## config.mk

```make
export PLATFORM = sky130hd
export DESIGN_NAME = bms_reply_frame_receiver
export DESIGN_NICKNAME = d
export VERILOG_FILES = /design/src/sv/bmsr_pkg.sv /design/src/sv/bmsr_ram.sv /design/src/sv/bmsr_frame_walk.sv /design/src/sv/bms_reply_frame_receiver.sv
export SDC_FILE = /design/constraint.sdc
export NUM_CORES = 2
export LEC_CHECK = 0
export BUFFER_PORTS_ARGS = -buffer_cell sky130_fd_sc_hd__buf_4
export CORE_UTILIZATION = 35
export CTS_BUF_LIST = sky130_fd_sc_hd__clkbuf_4
export DETAILED_ROUTE_END_ITERATION = 16
export PLACE_DENSITY = 0.48
export SYNTH_ARGS = -nofsm -noshare
export SYNTH_HDL_FRONTEND = slang
export SYNTH_SLANG_ARGS = --single-unit
```

## constraint.sdc

```tcl
create_clock -name clk -period 6 [get_ports clk]
set_input_delay 0.6 -clock clk [delete_from_list [all_inputs] [get_ports clk]]
set_output_delay 0.6 -clock clk [all_outputs]
set_load 0.02 [all_outputs]
```

## src/sv/bmsr_pkg.sv

```systemverilog
// shared types, codes and tables for the bms reply frame receiver
// no dependencies
`timescale 1ns / 1ps

package bmsr_pkg;

    localparam int MAX_CELLS_DEF   = 32;
    localparam int MAX_SENSORS_DEF = 4;
    localparam int CELL_W          = 6;
    localparam int FADDR_W         = 7;

    localparam logic [7:0] START_BYTE  = 8'hdd;
    localparam logic [7:0] FOOTER_BYTE = 8'h77;
    localparam logic [7:0] CMD_STATUS  = 8'h03;
    localparam logic [7:0] CMD_CELL    = 8'h04;
    localparam logic [7:0] CMD_MAX     = 8'h29;

    localparam logic [CELL_W-1:0] CELLS_RESET = 6'd16;

    localparam logic [1:0] FT_STATUS = 2'd0;
    localparam logic [1:0] FT_CELL   = 2'd1;
    localparam logic [1:0] FT_PARAM  = 2'd2;
    localparam logic [1:0] FT_ERROR  = 2'd3;

    localparam logic [3:0] FID_CURRENT = 4'd1;
    localparam logic [3:0] FID_PERCENT = 4'd6;
    localparam logic [3:0] FID_CELLS   = 4'd7;
    localparam logic [3:0] FID_SENSORS = 4'd8;
    localparam logic [3:0] FID_DELTA   = 4'd4;

    localparam logic [15:0] RECIP_TEN = 16'd52429;

    typedef enum logic [2:0] {
        P_IDLE   = 3'd0,
        P_HEAD   = 3'd1,
        P_PARAM  = 3'd2,
        P_STATUS = 3'd3,
        P_CELL   = 3'd4
    } phase_t;

    typedef enum logic [1:0] {
        M_STAT  = 2'd0,
        M_CELL  = 2'd1,
        M_PARAM = 2'd2
    } mode_t;

    typedef enum logic [3:0] {
        W_IDLE,
        W_SUM_RD,
        W_SUM_ACC,
        W_CHECK,
        W_FETCH_HI,
        W_FETCH_LO,
        W_FETCH_GOT,
        W_CELL_EMIT,
        W_DIV,
        W_PARAM_EMIT,
        W_WAIT
    } walk_state_t;

    typedef struct packed {
        logic               start;
        logic [FADDR_W-1:0] len;
    } walk_req_t;

    typedef struct packed {
        logic              wr;
        logic [CELL_W-1:0] cells;
    } cells_upd_t;

    function automatic logic [FADDR_W-1:0] stat_addr(input logic [3:0] fid);
        logic [FADDR_W-1:0] a;
        case (fid)
            4'd0:    a = 7'd4;
            4'd1:    a = 7'd6;
            4'd2:    a = 7'd8;
            4'd3:    a = 7'd10;
            4'd4:    a = 7'd12;
            4'd5:    a = 7'd20;
            4'd6:    a = 7'd23;
            4'd7:    a = 7'd25;
            4'd8:    a = 7'd26;
            4'd9:    a = 7'd27;
            4'd10:   a = 7'd29;
            4'd11:   a = 7'd31;
            default: a = 7'd33;
        endcase
        return a;
    endfunction

    function automatic logic is_param(input logic [7:0] cmd);
        logic r;
        case (cmd)
            8'h19, 8'h1b, 8'h1d, 8'h1f, 8'h20, 8'h21,
            8'h23, 8'h25, 8'h27, 8'h28, 8'h29: r = 1'b1;
            default:                           r = 1'b0;
        endcase
        return r;
    endfunction

    function automatic logic is_temp(input logic [7:0] cmd);
        logic r;
        case (cmd)
            8'h19, 8'h1b, 8'h1d, 8'h1f: r = 1'b1;
            default:                    r = 1'b0;
        endcase
        return r;
    endfunction

endpackage

```

## src/sv/bmsr_ram.sv

```systemverilog
// generic single write port, single read port ram with registered read
// no dependencies
`timescale 1ns / 1ps

module bmsr_ram #(
    parameter int WIDTH = 8,
    parameter int DEPTH = 72
) (
    input  logic                     clk,
    input  logic                     we,
    input  logic [$clog2(DEPTH)-1:0] waddr,
    input  logic [WIDTH-1:0]         wdata,
    input  logic [$clog2(DEPTH)-1:0] raddr,
    output logic [WIDTH-1:0]         rdata
);

    logic [WIDTH-1:0] mem [DEPTH];

    always_ff @(posedge clk)
    begin
        if (we)
        begin
            mem[waddr] <= wdata;
        end
        rdata <= mem[raddr];
    end

endmodule

```

## src/sv/bmsr_frame_walk.sv

```systemverilog
// frame-end sequencer: walks the stored frame, checks the sum, emits words
// depends on bmsr_pkg
`timescale 1ns / 1ps

module bmsr_frame_walk
    import bmsr_pkg::*;
#(
    parameter int MAX_CELLS   = MAX_CELLS_DEF,
    parameter int MAX_SENSORS = MAX_SENSORS_DEF,
    parameter int DEPTH       = 72
) (
    input  logic                     clk,
    input  logic                     rst_n,
    input  walk_req_t                req,
    output logic                     busy,
    output cells_upd_t               cells_upd,
    output logic [$clog2(DEPTH)-1:0] rd_addr,
    input  logic [7:0]               rd_data,
    output logic                     out_valid,
    input  logic                     out_stall,
    output logic [1:0]               frame_type,
    output logic [7:0]               command_code,
    output logic [3:0]               field_id,
    output logic signed [16:0]       field_value,
    output logic                     last_word
);

    localparam int AW = $clog2(DEPTH);

    walk_state_t st_reg, st_next;
    mode_t mode_reg, mode_next;
    logic [AW-1:0] len_reg, len_next, a_reg, a_next;
    logic [15:0] sum_reg, sum_next, recv_reg, recv_next, word_reg, word_next;
    logic [15:0] lo_reg, lo_next, hi_reg, hi_next;
    logic [CELL_W-1:0] lo_i_reg, lo_i_next, hi_i_reg, hi_i_next, ci_reg, ci_next;
    logic [7:0] cmd_reg, cmd_next, hb_reg, hb_next, sens_reg, sens_next;
    logic [3:0] fid_reg, fid_next;
    logic [31:0] prod_reg, prod_next;
    logic ov_reg, ov_next, last_reg, last_next;
    logic [1:0] ft_reg, ft_next;
    logic [3:0] id_reg, id_next;
    logic signed [16:0] val_reg, val_next;

    logic [AW-1:0] ncell_w;
    logic [CELL_W-1:0] ncell;
    logic [15:0] word;
    logic [7:0] smin_hb, smin_reg, cells_sat;
    logic [12:0] quot;

    assign ncell_w  = AW'(len_reg - AW'(7)) >> 1;
    assign ncell    = ncell_w[CELL_W-1:0];
    assign word     = {hb_reg, rd_data};
    assign smin_hb  = (hb_reg > 8'(MAX_SENSORS)) ? 8'(MAX_SENSORS) : hb_reg;
    assign smin_reg = (sens_reg > 8'(MAX_SENSORS)) ? 8'(MAX_SENSORS) : sens_reg;
    assign cells_sat = (hb_reg > 8'(MAX_CELLS)) ? 8'(MAX_CELLS) : hb_reg;
    assign quot     = prod_reg[31:19];

    assign busy         = (st_reg != W_IDLE);
    assign out_valid    = ov_reg;
    assign frame_type   = ft_reg;
    assign command_code = cmd_reg;
    assign field_id     = id_reg;
    assign field_value  = val_reg;
    assign last_word    = last_reg;

    always_ff @(posedge clk or negedge rst_n)
    begin
        if (!rst_n)
        begin
            st_reg <= W_IDLE;
            ov_reg <= 1'b0;
        end
        else
        begin
            st_reg <= st_next;
            ov_reg <= ov_next;
        end
    end

    always_ff @(posedge clk)
    begin
        mode_reg <= mode_next;
        len_reg  <= len_next;
        a_reg    <= a_next;
        sum_reg  <= sum_next;
        recv_reg <= recv_next;
        word_reg <= word_next;
        lo_reg   <= lo_next;
        hi_reg   <= hi_next;
        lo_i_reg <= lo_i_next;
        hi_i_reg <= hi_i_next;
        ci_reg   <= ci_next;
        cmd_reg  <= cmd_next;
        hb_reg   <= hb_next;
        sens_reg <= sens_next;
        fid_reg  <= fid_next;
        prod_reg <= prod_next;
        last_reg <= last_next;
        ft_reg   <= ft_next;
        id_reg   <= id_next;
        val_reg  <= val_next;
    end

    always_comb
    begin
        st_next   = st_reg;
        mode_next = mode_reg;
        len_next  = len_reg;
        a_next    = a_reg;
        sum_next  = sum_reg;
        recv_next = recv_reg;
        word_next = word_reg;
        lo_next   = lo_reg;
        hi_next   = hi_reg;
        lo_i_next = lo_i_reg;
        hi_i_next = hi_i_reg;
        ci_next   = ci_reg;
        cmd_next  = cmd_reg;
        hb_next   = hb_reg;
        sens_next = sens_reg;
        fid_next  = fid_reg;
        prod_next = prod_reg;
        ov_next   = ov_reg;
        last_next = last_reg;
        ft_next   = ft_reg;
        id_next   = id_reg;
        val_next  = val_reg;
        rd_addr   = a_reg;
        cells_upd = '{wr: 1'b0, cells: cells_sat[CELL_W-1:0]};

        unique case (st_reg)
            W_IDLE:
            begin
                if (req.start)
                begin
                    len_next = req.len;
                    a_next   = AW'(1);
                    sum_next = 16'd0;
                    st_next  = W_SUM_RD;
                end
            end
            W_SUM_RD:
            begin
                st_next = W_SUM_ACC;
            end
            W_SUM_ACC:
            begin
                if (a_reg == AW'(1))
                    cmd_next = rd_data;
                else if (a_reg <= len_reg - AW'(4))
                    sum_next = sum_reg + {8'd0, rd_data};
                else if (a_reg == len_reg - AW'(3))
                    recv_next[15:8] = rd_data;
                else
                    recv_next[7:0] = rd_data;
                if (a_reg == len_reg - AW'(2))
                    st_next = W_CHECK;
                else
                begin
                    a_next  = a_reg + AW'(1);
                    st_next = W_SUM_RD;
                end
            end
            W_CHECK:
            begin
                lo_next   = 16'd0;
                hi_next   = 16'd0;
                lo_i_next = '0;
                hi_i_next = '0;
                ci_next   = '0;
                fid_next  = 4'd0;
                a_next    = AW'(4);
                if (16'(16'd0 - sum_reg) != recv_reg)
                begin
                    ov_next   = 1'b1;
                    ft_next   = FT_ERROR;
                    id_next   = 4'd0;
                    val_next  = {1'b0, recv_reg};
                    last_next = 1'b1;
                    st_next   = W_WAIT;
                end
                else if (cmd_reg == CMD_STATUS)
                begin
                    mode_next = M_STAT;
                    st_next   = W_FETCH_HI;
                end
                else if (cmd_reg == CMD_CELL)
                begin
                    mode_next = M_CELL;
                    st_next   = (ncell == '0) ? W_CELL_EMIT : W_FETCH_HI;
                end
                else if (is_param(cmd_reg))
                begin
                    mode_next = M_PARAM;
                    st_next   = W_FETCH_HI;
                end
                else
                    st_next = W_IDLE;
            end
            W_FETCH_HI:
            begin
                st_next = W_FETCH_LO;
            end
            W_FETCH_LO:
            begin
                rd_addr = a_reg + AW'(1);
                hb_next = rd_data;
                st_next = W_FETCH_GOT;
            end
            W_FETCH_GOT:
            begin
                unique case (mode_reg)
                    M_STAT:
                    begin
                        ov_next   = 1'b1;
                        ft_next   = FT_STATUS;
                        id_next   = fid_reg;
                        val_next  = {1'b0, word};
                        last_next = 1'b0;
                        st_next   = W_WAIT;
                        case (fid_reg)
                            FID_CURRENT: val_next = {word[15], word};
                            FID_PERCENT: val_next = {9'd0, hb_reg};
                            FID_CELLS:
                            begin
                                val_next     = {9'd0, cells_sat};
                                cells_upd.wr = 1'b1;
                            end
                            FID_SENSORS:
                            begin
                                val_next  = {9'd0, hb_reg};
                                sens_next = hb_reg;
                                last_next = (smin_hb == 8'd0);
                            end
                            default:
                            begin
                                if (fid_reg > FID_SENSORS)
                                    last_next = ({4'd0, fid_reg - FID_SENSORS} == smin_reg);
                            end
                        endcase
                    end
                    M_CELL:
                    begin
                        if (ci_reg == '0 || word < lo_reg)
                        begin
                            lo_next   = word;
                            lo_i_next = ci_reg + CELL_W'(1);
                        end
                        if (ci_reg == '0 || word > hi_reg)
                        begin
                            hi_next   = word;
                            hi_i_next = ci_reg + CELL_W'(1);
                        end
                        ci_next = ci_reg + CELL_W'(1);
                        if (ci_reg + CELL_W'(1) == ncell)
                            st_next = W_CELL_EMIT;
                        else
                        begin
                            a_next  = a_reg + AW'(2);
                            st_next = W_FETCH_HI;
                        end
                    end
                    default:
                    begin
                        word_next = word;
                        st_next   = W_DIV;
                    end
                endcase
            end
            W_CELL_EMIT:
            begin
                ov_next   = 1'b1;
                ft_next   = FT_CELL;
                id_next   = fid_reg;
                last_next = (fid_reg == FID_DELTA);
                case (fid_reg)
                    4'd0:    val_next = {1'b0, lo_reg};
                    4'd1:    val_next = {11'd0, lo_i_reg};
                    4'd2:    val_next = {1'b0, hi_reg};
                    4'd3:    val_next = {11'd0, hi_i_reg};
                    default: val_next = {1'b0, 16'(hi_reg - lo_reg)};
                endcase
                st_next = W_WAIT;
            end
            W_DIV:
            begin
                prod_next = word_reg * RECIP_TEN;
                st_next   = W_PARAM_EMIT;
            end
            W_PARAM_EMIT:
            begin
                ov_next   = 1'b1;
                ft_next   = FT_PARAM;
                id_next   = 4'd0;
                last_next = 1'b1;
                if (!is_temp(cmd_reg))
                    val_next = {1'b0, word_reg};
                else if (quot >= 13'd274)
                    val_next = {4'd0, quot} - 17'sd274;
                else
                    val_next = {4'd0, quot} - 17'sd273;
                st_next = W_WAIT;
            end
            W_WAIT:
            begin
                if (!out_stall)
                begin
                    ov_next = 1'b0;
                    if (last_reg)
                        st_next = W_IDLE;
                    else
                    begin
                        fid_next = fid_reg + 4'd1;
                        if (mode_reg == M_STAT)
                        begin
                            a_next  = AW'(stat_addr(fid_reg + 4'd1));
                            st_next = W_FETCH_HI;
                        end
                        else
                            st_next = W_CELL_EMIT;
                    end
                end
            end
            default:
            begin
                st_next = W_IDLE;
            end
        endcase
    end

endmodule

```

## src/sv/bms_reply_frame_receiver.sv

```systemverilog
// bms reply frame receiver: one byte per accepted word, frame end emits a run of words
// the footer byte starts a walk that reads the stored frame for the checksum, then fetches
// each status word or cell reading and emits the result words under the output handshake
// throughput: one byte per cycle except during the walk, while the walk's busy holds in_stall
// reset: phase idle, byte count 0, expected cells 16; frame store is not cleared
// depends on bmsr_pkg, bmsr_ram, bmsr_frame_walk
`timescale 1ns / 1ps

module bms_reply_frame_receiver
    import bmsr_pkg::*;
#(
    parameter int MAX_CELLS   = MAX_CELLS_DEF,
    parameter int MAX_SENSORS = MAX_SENSORS_DEF
) (
    input  logic               clk,
    input  logic               rst_n,
    input  logic               in_valid,
    output logic               in_stall,
    input  logic [7:0]         rx_byte,
    output logic               out_valid,
    input  logic               out_stall,
    output logic [1:0]         frame_type,
    output logic [7:0]         command_code,
    output logic [3:0]         field_id,
    output logic signed [16:0] field_value,
    output logic               last_word
);

    localparam int DEPTH = ((2 * MAX_CELLS + 7) > 72) ? (2 * MAX_CELLS + 7) : 72;
    localparam int AW    = $clog2(DEPTH);

    phase_t phase_reg, phase_next;
    logic [AW-1:0] cnt_reg, cnt_next;
    logic [CELL_W-1:0] cells_reg, cells_next;
    logic [AW-1:0] last_pos, rd_addr;
    logic [7:0] rd_data;
    logic acc, we, busy;
    walk_req_t req;
    cells_upd_t cells_upd;

    assign acc      = in_valid && !in_stall;
    assign in_stall = busy;

    always_ff @(posedge clk or negedge rst_n)
    begin
        if (!rst_n)
        begin
            phase_reg <= P_IDLE;
            cnt_reg   <= '0;
            cells_reg <= CELLS_RESET;
        end
        else
        begin
            phase_reg <= phase_next;
            cnt_reg   <= cnt_next;
            cells_reg <= cells_next;
        end
    end

    always_comb
    begin
        phase_next = phase_reg;
        cnt_next   = cnt_reg;
        cells_next = cells_upd.wr ? cells_upd.cells : cells_reg;
        we         = 1'b0;
        req        = '{start: 1'b0, len: FADDR_W'(cnt_reg + AW'(1))};
        unique case (phase_reg)
            P_PARAM:  last_pos = AW'(8);
            P_STATUS: last_pos = AW'(42);
            P_CELL:   last_pos = AW'({cells_reg, 1'b0}) + AW'(6);
            default:  last_pos = '0;
        endcase
        if (acc)
        begin
            unique case (phase_reg)
                P_IDLE:
                begin
                    if (rx_byte == START_BYTE)
                    begin
                        we         = 1'b1;
                        cnt_next   = AW'(1);
                        phase_next = P_HEAD;
                    end
                end
                P_HEAD:
                begin
                    if (rx_byte >= CMD_STATUS && rx_byte <= CMD_MAX)
                    begin
                        we       = 1'b1;
                        cnt_next = cnt_reg + AW'(1);
                        if (rx_byte == CMD_STATUS)
                            phase_next = P_STATUS;
                        else if (rx_byte == CMD_CELL)
                            phase_next = P_CELL;
                        else
                            phase_next = P_PARAM;
                    end
                    else
                    begin
                        phase_next = P_IDLE;
                        cnt_next   = '0;
                    end
                end
                P_PARAM, P_STATUS, P_CELL:
                begin
                    if (cnt_reg > last_pos)
                    begin
                        phase_next = P_IDLE;
                        cnt_next   = '0;
                    end
                    else if (rx_byte == FOOTER_BYTE && cnt_reg == last_pos)
                    begin
                        we         = 1'b1;
                        req.start  = 1'b1;
                        phase_next = P_IDLE;
                        cnt_next   = '0;
                    end
                    else
                    begin
                        we       = 1'b1;
                        cnt_next = cnt_reg + AW'(1);
                    end
                end
                default:
                begin
                    phase_next = phase_reg;
                end
            endcase
        end
    end

    bmsr_ram #(
        .WIDTH (8),
        .DEPTH (DEPTH)
    ) u_store (
        .clk   (clk),
        .we    (we),
        .waddr (cnt_reg),
        .wdata (rx_byte),
        .raddr (rd_addr),
        .rdata (rd_data)
    );

    bmsr_frame_walk #(
        .MAX_CELLS   (MAX_CELLS),
        .MAX_SENSORS (MAX_SENSORS),
        .DEPTH       (DEPTH)
    ) u_walk (
        .clk          (clk),
        .rst_n        (rst_n),
        .req          (req),
        .busy         (busy),
        .cells_upd    (cells_upd),
        .rd_addr      (rd_addr),
        .rd_data      (rd_data),
        .out_valid    (out_valid),
        .out_stall    (out_stall),
        .frame_type   (frame_type),
        .command_code (command_code),
        .field_id     (field_id),
        .field_value  (field_value),
        .last_word    (last_word)
    );

`ifndef SYNTH
    a_out_while_busy: assert property (@(posedge clk) disable iff (!rst_n)
        out_valid |-> in_stall)
        else $error("result word pending while input side open");

    a_walk_on_footer: assert property (@(posedge clk) disable iff (!rst_n)
        $rose(in_stall) |-> $past(in_valid && rx_byte == FOOTER_BYTE))
        else $error("frame walk started without a footer byte");

    a_cells_bound: assert property (@(posedge clk) disable iff (!rst_n)
        cells_reg <= CELL_W'(MAX_CELLS) || cells_reg == CELLS_RESET)
        else $error("expected cell count out of range");
`endif

endmodule

```

==> out/metrics.yaml <==
switching_share_pct: 37.8
yosys.cell_types.count: 85
synth_top_area_share_pct: 53.9
p_leak_nw: 17.1
yosys-top-cells-count: "755 x edfxtp_1, 455 x o22ai_1, 245 x inv_1, 224 x ha_1, 217 x nor3_1"
worst_pin_slew_ns: 1.27
grt_usage_pct: 21.2
post-route-util_pct: 40.1
arrival_ns: 6.58
synth_cells: 3519
hold_path.startpoint: "in_valid"
die-height_um: 349
fin_cells: 5478
max-vdd-ir-drop_uv: 268
htreeDepth: 4
globalplace.congestion: 0.875
start_util_pct: 35.5
drv_slew: 0
fmax_ghz: 0.174
cp-end-kind: "flop"
synth.area.top_cells: "edfxtp_1 54%, o22ai_1 6.8%, ha_1 6.7%, fa_1 3.9%, nor3_1 2.6%"
slowest_delay_ns: 0.57
root_buffer: "clkbuf_4"
synth_edf_count: 755
p_int_mw: 11.2
min_path_type: "in2reg"
setup_ws_ns: 0.253
grt_pass1_vias: 30000
overflow: 0
grt_first_pass_wirelength_mm: 192
async_reset_ff_share_pct: 2.68
relSlewSlack_pct: 14.7
yosysSeqAreaShare_pct: 55.5
synth_most_common_cell: "edfxtp_1"
dp_slack_ns: 0.0146
die-area_um2: 122000
cts-buffers-inserted: 215
clock-sinks: 784
pin_count: 46
drc_errors: 0
io_buffers: 45
drt-initial-drc-count: 2405
grt_max_degree: 104
via_count: 30700
yosys_warnings: 0
fin_crit_ns: 5.75
clock_power_share_pct: 26.7
syn_avg_cell_area_um2: 12.0
crit_chain: "ha_1, inv_1, fa_1, inv_1, fa_1, fa_1, fa_1, inv_1, fa_1, inv_1, ha_1, a21o_1, a21o_1, a2111oi_2, a31o_2, o41ai_2, buf_4, a211o_1, a21oi_1, xnor2_1"
drive_above_1_share_pct: 14.9
finalWirelength_mm: 130
ys_seq_elements: 784
clock_skew_ns: 0.0749
routedWlPerCell_um: 23.7
drt-pass1-iter-count: 5
r2r_slack_ns: 0.25
status: "finished clean"
cp_slowest_cell: "fa_1"
synthToLayoutAreaGrowth_pct: 13.0
worstSetupPathType: "reg2reg"
hold_viol: 0
clk_latency_ns: 1.11
dp_cells: 5070
num_rows: 126
critPathLaunchType: "flop"
largest_register: "u_store.mem"
die-width_um: 349
seq_power_share_pct: 38.1
crit_top_cell: "fa_1"
cts_buffer_depth: 3
timing.final.crit_share_pct: 95.8
core_um2: 119000
clk_pin_slew_worst_paths_ns: 0.06
cp_top_family: "adder cells"
drt-vias-per-instance: 5.61
worst-path-buf-inv: 5
cp-startpoint: "u_walk.word_reg[7]$_DFFE_PP_"
crit_path_max_fanout: 4
pwr_density_cell_nw_per_um2: 378
synth_top_area_cell: "edfxtp_1"
r2r-start: "u_walk.word_reg[7]$_DFFE_PP_"
comb_power_share_pct: 35.2
maxCapViolations: 0
dp_hpwl_mm: 86.7
worstPathRequired_ns: 6.84
finalSetupViolCount: 0
detail-route-antenna-nets: 0
nets: 4023
largest_register_ffs: 576
p_sw_mw: 6.79
synth_area_um2: 42100
antenna_found_initial: 4
synthFlopType: "edfxtp_1"
cts_tree: "done"
synth_fp_nets: 3836
## layout by cell type, fill, tap and decap left out, types with 25 or more instances in the layout
master	netlist	layout
nand3_1	48	48
inv_1	245	244
a21o_1	25	25
nor2b_1	25	25
nand2_1	139	136
clkbuf_4	0	325
xnor2_1	66	65
nand4_1	28	28
xor2_1	55	54
o21ai_0	90	90
buf_4	0	157
nor2_1	178	178
edfxtp_1	755	755
fa_1	81	81
clkinv_1	1	40
mux2i_1	52	52
o22ai_1	455	455
o311ai_0	49	49
nor3_1	217	214
a22oi_1	27	27
ha_1	224	224
and3_1	27	27
or3_1	68	68
a21oi_1	100	99
## worst register-to-register path: stages (launching register included)
cell and delay (ns):
edfxtp_1 0.45, ha_1 0.35, inv_1 0.08, fa_1 0.53, inv_1 0.05, fa_1 0.45
fa_1 0.42, fa_1 0.57, inv_1 0.07, fa_1 0.53, inv_1 0.04, ha_1 0.20
a21o_1 0.18, a21o_1 0.20, a2111oi_2 0.39, a31o_2 0.26, o41ai_2 0.09, buf_4 0.15
a211o_1 0.28, a21oi_1 0.18, xnor2_1 0.08
## area by class of cell
type,instances,area [um^2]
Tap cell,1600,2000
Clock buffer,325,2440
Sequential cell,784,23400
Multi-Input combinational cell,2280,17000
Inverter,247,927
Antenna cell,3,7.51
Clock inverter,61,279
Timing Repair Buffer,178,1490
Fill cell,11400,71000
## layer usage
layer	share of wire, %	vias to the layer above	wire length [um]	GRT usage [%]
li1	-	14300	-	-
met3	5.1	199	6640	3.25
met5	0.012	-	16	0
met1	45	15300	57900	28.3
met2	47	962	61400	34.2
met4	3.0	2	3870	8.66
## metrics by stage
stage,setup TNS [ns],hold slack [ns],instance area (um^2),total power [mW]
6_report,0,0.230,47500,18.0
4_1_cts,0,0.0557,47400,18.1
2_1_floorplan,0,0.304,42100,10.9
3_5_place_dp,0,0.516,44600,13.2
3_3_place_gp,0,0.500,44600,13.2
5_1_grt,-0.0456,0.212,47500,19.0
## cells by family after synthesis
group / Yosys count / share of synthesized area [%]
buffers and inverters: 455 / 4.27
AO/OA/AOI/OAI: 943 / 14.8
adder cells (fa/ha/maj): 305 / 10.5
AND/OR/NAND/NOR: 838 / 10.0
multiplexers: 73 / 2.33
XOR/XNOR: 121 / 2.52
flip-flops: 784 / 55.5
## power groups by stage
| stage | sequential [mW] | clock, mW | combinational [mW] |
|---|---|---|---|
| 6_report | 6.84 | 4.80 | 6.33 |
| 5_1_grt | 6.87 | 5.21 | 6.87 |
| 4_1_cts | 6.83 | 4.95 | 6.33 |
| 3_5_place_dp | 6.95 | 0 | 6.30 |
| 3_3_place_gp | 6.95 | 0 | 6.28 |
| 2_1_floorplan | 6.82 | 0 | 4.10 |
## final timing paths
path,to,cells past startpoint
worst max-delay path,u_walk.prod_reg[31]$_DFFE_PP_,20
worst min-delay path,cnt_reg[3]$_DFFE_PN0P_,4
worst max register to register,u_walk.prod_reg[31]$_DFFE_PP_,20
worst min register to register,cells_reg[5]$_DFFE_PN0P_,2
max in group asynchronous,phase_reg[0]$_DFFE_PN0P_,4
min in group asynchronous,u_walk.st_reg[1]$_DFFE_PN0P_,4
## timing repair
item                                    CTS  global route
endpoints found under the hold margin   216             0
resized for setup                         0             4
hold buffers                             12             0
endpoints found under the setup margin    0             4
setup buffers                             0             7
Power figures use the tool's default switching activity.
